===== src/hdl/sets_pkg.sv =====
// shared types and constants for the scroll edge trigger scan block
package sets_pkg;

   localparam int TRIG_BITS = 8;
   localparam int COORD_BITS = 16;
   localparam int MASK_BITS = 12;
   localparam int STRIDE_BITS = 13;
   localparam int DIM_BITS = 4;
   localparam int SUM_BITS = 25;
   localparam int CSR_INDEX_BITS = 3;
   localparam int CSR_DATA_BITS = 13;

   localparam logic [TRIG_BITS-1:0] TRIG_EMPTY = '1;

   localparam logic CMD_WRITE = 1'b0;
   localparam logic CMD_MOVE = 1'b1;

   localparam logic [CSR_INDEX_BITS-1:0] CSR_VIEW_WIDTH = 3'd0;
   localparam logic [CSR_INDEX_BITS-1:0] CSR_VIEW_HEIGHT = 3'd1;
   localparam logic [CSR_INDEX_BITS-1:0] CSR_MAP_STRIDE = 3'd2;
   localparam logic [CSR_INDEX_BITS-1:0] CSR_X_MASK = 3'd3;
   localparam logic [CSR_INDEX_BITS-1:0] CSR_Y_MASK = 3'd4;

   typedef struct packed {
      logic cmd;
      logic signed [COORD_BITS-1:0] tile_x;
      logic signed [COORD_BITS-1:0] tile_y;
      logic [MASK_BITS-1:0] map_address;
      logic [TRIG_BITS-1:0] trigger_value;
   } req_word_type;

   typedef struct packed {
      logic signed [COORD_BITS-1:0] out_tile_x;
      logic signed [COORD_BITS-1:0] out_tile_y;
      logic [TRIG_BITS-1:0] trigger_id;
      logic last;
   } rsp_word_type;

   typedef struct packed {
      logic start;
      logic lookup;
   } au_req_type;

endpackage


===== src/hdl/sets_addr_unit.sv =====
// map address unit: stride multiply and add for lookups, then modulo reduction by the map depth
module sets_addr_unit #(
   parameter int MAP_DEPTH = 4096
) (
   input  logic clock,
   input  logic reset,
   input  sets_pkg::au_req_type au_req,
   input  logic [sets_pkg::MASK_BITS-1:0] mask_x,
   input  logic [sets_pkg::MASK_BITS-1:0] mask_y,
   input  logic [sets_pkg::STRIDE_BITS-1:0] stride,
   input  logic [sets_pkg::MASK_BITS-1:0] wr_index,
   output logic done,
   output logic [$clog2(MAP_DEPTH)-1:0] addr
);

   localparam int AW = $clog2(MAP_DEPTH);
   localparam bit IS_POW2 = (MAP_DEPTH & (MAP_DEPTH - 1)) == 0;
   localparam int SHIFT_TOP = sets_pkg::SUM_BITS - AW;
   localparam int STEP_BITS = $clog2(sets_pkg::SUM_BITS + 1);
   localparam logic [sets_pkg::SUM_BITS-1:0] DIV_TOP =
      sets_pkg::SUM_BITS'(MAP_DEPTH) << SHIFT_TOP;
   localparam logic [STEP_BITS-1:0] STEP_TOP = STEP_BITS'(SHIFT_TOP);

   typedef enum logic [4:0] {
      AU_IDLE = 5'b00001,
      AU_MUL  = 5'b00010,
      AU_ADD  = 5'b00100,
      AU_RED  = 5'b01000,
      AU_DONE = 5'b10000
   } au_state_type;

   au_state_type state_ff, state_in;
   logic [sets_pkg::MASK_BITS-1:0] mx_ff, mx_in;
   logic [sets_pkg::MASK_BITS-1:0] my_ff, my_in;
   logic [sets_pkg::STRIDE_BITS-1:0] stride_ff, stride_in;
   logic [sets_pkg::SUM_BITS-1:0] prod_ff, prod_in;
   logic [sets_pkg::SUM_BITS-1:0] sum_ff, sum_in;
   logic [sets_pkg::SUM_BITS-1:0] div_ff, div_in;
   logic [STEP_BITS-1:0] step_ff, step_in;

   always_comb begin
      state_in = state_ff;
      mx_in = mx_ff;
      my_in = my_ff;
      stride_in = stride_ff;
      prod_in = prod_ff;
      sum_in = sum_ff;
      div_in = div_ff;
      step_in = step_ff;
      unique case (state_ff)
         AU_IDLE: begin
            if (au_req.start) begin
               mx_in = mask_x;
               my_in = mask_y;
               stride_in = stride;
               div_in = DIV_TOP;
               step_in = STEP_TOP;
               if (au_req.lookup) begin
                  state_in = AU_MUL;
               end else begin
                  sum_in = sets_pkg::SUM_BITS'(wr_index);
                  state_in = IS_POW2 ? AU_DONE : AU_RED;
               end
            end
         end
         AU_MUL: begin
            prod_in = sets_pkg::SUM_BITS'(stride_ff) * sets_pkg::SUM_BITS'(my_ff);
            state_in = AU_ADD;
         end
         AU_ADD: begin
            sum_in = prod_ff + sets_pkg::SUM_BITS'(mx_ff);
            state_in = IS_POW2 ? AU_DONE : AU_RED;
         end
         AU_RED: begin
            if (sum_ff >= div_ff) begin
               sum_in = sum_ff - div_ff;
            end
            div_in = div_ff >> 1;
            step_in = step_ff - 1'b1;
            if (step_ff == '0) begin
               state_in = AU_DONE;
            end
         end
         AU_DONE: begin
            state_in = AU_IDLE;
         end
         default: begin
            state_in = AU_IDLE;
         end
      endcase
   end

   always_ff @(posedge clock) begin
      if (reset) begin
         state_ff <= AU_IDLE;
      end else begin
         state_ff <= state_in;
      end
      mx_ff <= mx_in;
      my_ff <= my_in;
      stride_ff <= stride_in;
      prod_ff <= prod_in;
      sum_ff <= sum_in;
      div_ff <= div_in;
      step_ff <= step_in;
   end

   assign done = state_ff == AU_DONE;
   assign addr = sum_ff[AW-1:0];

endmodule


===== config.mk =====
export PLATFORM = sky130hd
export DESIGN_NAME = sets_addr_unit
export DESIGN_NICKNAME = d
export VERILOG_FILES = /design/src/hdl/sets_pkg.sv /design/src/hdl/sets_addr_unit.sv
export SDC_FILE = /design/constraint.sdc
export NUM_CORES = 1
export LEC_CHECK = 0
export ABC_AREA = 1
export BUFFER_PORTS_ARGS = -buffer_cell sky130_fd_sc_hd__buf_2
export CELL_PAD_IN_SITES_DETAIL_PLACEMENT = 1
export CELL_PAD_IN_SITES_GLOBAL_PLACEMENT = 2
export CORE_MARGIN = 4
export CORE_UTILIZATION = 39
export CTS_BUF_LIST = sky130_fd_sc_hd__clkbuf_16
export CTS_CLUSTER_SIZE = 25
export DETAILED_ROUTE_END_ITERATION = 8
export PLACE_DENSITY_LB_ADDON = 0.2
export SKIP_LAST_GASP = 1
export SYNTH_ARGS = -nofsm -noshare
export SYNTH_HDL_FRONTEND = slang
export SYNTH_SLANG_ARGS = --single-unit

===== constraint.sdc =====
create_clock -name clock -period 6.9 [get_ports clock]
set_clock_uncertainty 0.05 [all_clocks]
set_input_delay 0 -clock clock [delete_from_list [all_inputs] [get_ports clock]]
set_output_delay 0 -clock clock [all_outputs]
set_load 0.01 [all_outputs]

==> results.md <==
* Run status: completed
* CP bufs+invs at 6
* Met3 WL at 401 microns
* Placeable Area at 12,600 sq um
* Top FF cell, synth: edfxtp_1
* Fmax at 205 MHz
* Clk buf depth at 2
* Clk sinks at 64
* Drt pass-1 iters at 4
* Netlist cell types at 33
* Dpl cells at 777
* Average size of a mapped cell at 9.08 sq um
* Crit. End Element: flip-flop
* Period utilization at 70.7%
* Crit path kind: reg2reg
* Worst r2r path cells at 19
* Worst path most repeated cell: inv_1
* I/O pin total at 66
* Commonest cells post-synth: nand2_1 (148), inv_1 (121), edfxtp_1 (60)
* Hold_ws at 302 ps
* Cts repair resizes at 0
* Skew-Pair Late Insertion Delay at 350 ps
* Mux cell area share after synthesis at 0%
* Slowest CP cell: fa_1
* Die Wd at 122 microns
* Layout Utilization at 50.3%
* CTS Buf Count at 9
* Setup TNS Final at 0 ps
* PD cells at 326 nW/um^2
* ANT nets after route at 0
* Max layer used: met4
* Initial antenna violation count at 0
* Routed length per instance at 14.3 microns
* Top cell type by total area after synthesis: edfxtp_1
* Initial DRC Count at 99
* Synth Cell Area at 5030 sq um
* Post-synth ARST share at 0%
* Critical Path Source Type: flip-flop
* Mapped Cells at 554
* Count leader, synth: nand2_1
* Synth Area in Simple Gates at 19.0%
* Fin crit period at 4880 ps
* Pleak at 3.21 nW
* Via Count at 3,993
* Met2 wire length at 6.50 mm
* PnR Total Power at 2.07 mW
* Post-Synth Adder-Cell Area at 25.9%
* Worst path cell trace: nand2_1 -> fa_1 -> inv_1 -> fa_1 -> inv_1 -> fa_1 -> inv_1 -> fa_1 -> inv_1 -> fa_1 -> inv_1 -> ha_1 -> a21oi_1 -> o21a_1 -> nand3b_1 -> nand2_1 -> inv_1 -> nand3_1 -> nand2_1
* Dpl hpwl at 8.95 mm
* Total Routing Usage GR at 17.8%
* Site row count at 41
* Highest cell delay on the worst timing path at 560 ps
* Final RePlAce weighted congestion at 0.801
* NumNets Final at 801
* Area Growth Syn to Fin at 26.3%
* Overall routed net length at 12.1 mm
* HP Class: in2reg
* Tightest Pin Transition at 1120 ps
* Hold EP: stride_ff[8]$_DFFE_PP_
* Number of global-route vias before repair at 4,459
* Synth area leaders: edfxtp_1 (36%), fa_1 (16%), nand2_1 (11%), ha_1 (9.9%), inv_1 (9.0%)
* Die Ht at 122 microns
* Seq cells post-synth at 64
* Max H-tree Level at 3
* Top delay family on crit path: adder cells
* Main combinational cell family by area after synthesis: adder cells
* VDD IR-drop max at 0.172 mV
* Mapped Nets at 687
* Compound-Gate Fraction of Synth Area at 4.50%
* # diodes at 0
* Hold Path Cell Cnt at 2
* Drt drc at 0
* Max Slew Vio Count at 0
* Grt ovf at 0
* Non-Filler Instances at 845
* Effective utilization at floorplan at 39.9%
* R2R Setup Slk at 2020 ps
* CTS tree: yes
* Synth top area share at 35.8%
* Setup violators final at 0
* Post-Synth XOR/XNOR Area at 2.26%
* Port bufs at 64
* Reg2reg start: stride_ff[5]$_DFFE_PP_
* Hold_sp: stride[8]
* Routed metal-1 wirelength at 4.76 mm
* Max_cap viols at 0
* Required @ worst endpoint at 6960 ps
* Root Buffer: clkbuf_16
* Final Hold Viols at 0
* Max-Slew Margin vs Limit at 25.0%
* Critical path peak fanout at 8
* Synth Warn # at 0
* Number of flops mapped to enable cells by yosys at 60
* Worst Path Arrival at 4940 ps
* Reg clk slew, reported paths at 60 ps
* Layout cells sized above 1 at 14.9%
* First-pass GRT wire length at 20.4 mm
* Unrepaired setup endpoints after global routing: no
* Number of vias per cell at 4.73
* Largest net degree at the start of global routing at 38
* Reg-to-reg endpoint: prod_ff[11]$_DFFE_PN_
* Register area share after synthesis at 37.4%
* Die area at 14,800 sq um
flip-flops by register name, indices dropped and copies added (netlist names):
| register | cells |
|---|---|
| stride_ff | 12 |
| state_ff | 4 |
| my_ff | 12 |
| mx_ff | 12 |
| sum_ff | 12 |
| prod_ff | 12 |
report_power, final:
part / switching, mW / internal [mW]
clock: 0.188 / 0.353
sequential: 0.0373 / 0.509
combinational: 0.583 / 0.398
stage by stage:
stage | instance area [sq um] | setup slack (ps)
3_3_place_gp | 5490 | 2000
3_5_place_dp | 5490 | 1960
4_1_cts | 6350 | 1950
5_1_grt | 6350 | 1650
2_1_floorplan | 5030 | 2430
6_report | 6350 | 2020
timing repair:
action	4_1_cts	5_1_grt
endpoints found under the hold margin	52	0
endpoints found under the setup margin	0	0
setup buffers	0	0
hold buffers	52	0
cell type report:
cell class,count,area [sq um]
well taps,172,215
inverters,125,469
repair buffers,116,841
clock buffers,9,225
fillers,1484,6270
flip-flops and latches,64,1880
multi-input cells,352,2600
clock inverters,7,119
layer usage:
layer / vias to the layer above / global-route usage [%]
met1: 1928 / 18.9
met5: - / 0
met4: 0 / 9.31
li1: 1958 / -
met3: 26 / 3.02
met2: 81 / 33.6
logic make-up after synthesis:
logic type	count (synthesis)
simple gates	219
xor+xnor	13
buf+inv	138
flops	64
fa+ha+maj	80
compound gates	40
worst max-delay path by stage:
stage / start / to / slack [ps] / depth (start not counted)
2_1_floorplan: my_ff[5]$_DFFE_PP_ / prod_ff[11]$_DFFE_PN_ / 2430 / 20
3_3_place_gp: stride_ff[5]$_DFFE_PP_ / prod_ff[11]$_DFFE_PN_ / 2000 / 19
3_5_place_dp: stride_ff[5]$_DFFE_PP_ / prod_ff[11]$_DFFE_PN_ / 1960 / 19
5_1_grt: stride_ff[5]$_DFFE_PP_ / prod_ff[11]$_DFFE_PN_ / 1650 / 21
6_report: stride_ff[5]$_DFFE_PP_ / prod_ff[11]$_DFFE_PN_ / 2020 / 19
4_1_cts: stride_ff[5]$_DFFE_PP_ / prod_ff[11]$_DFFE_PN_ / 1950 / 19
layout by cell type, fill, tap and decap left out, drive strengths merged, types with 3 or more instances in the layout:
cell and n:
nor2 18, ha 40, dfxtp 4, edfxtp 60, fa 40, a21oi 13
nand4 5, o21bai 3, o21ai 14, nand2 158, nand3 30, xor2 9
xnor2 4, inv 126, buf 64, nor3 4, bufinv 3, a31oi 6
dlygate4sd3 52, clkbuf 9
(Power assumes the default switching activity.)
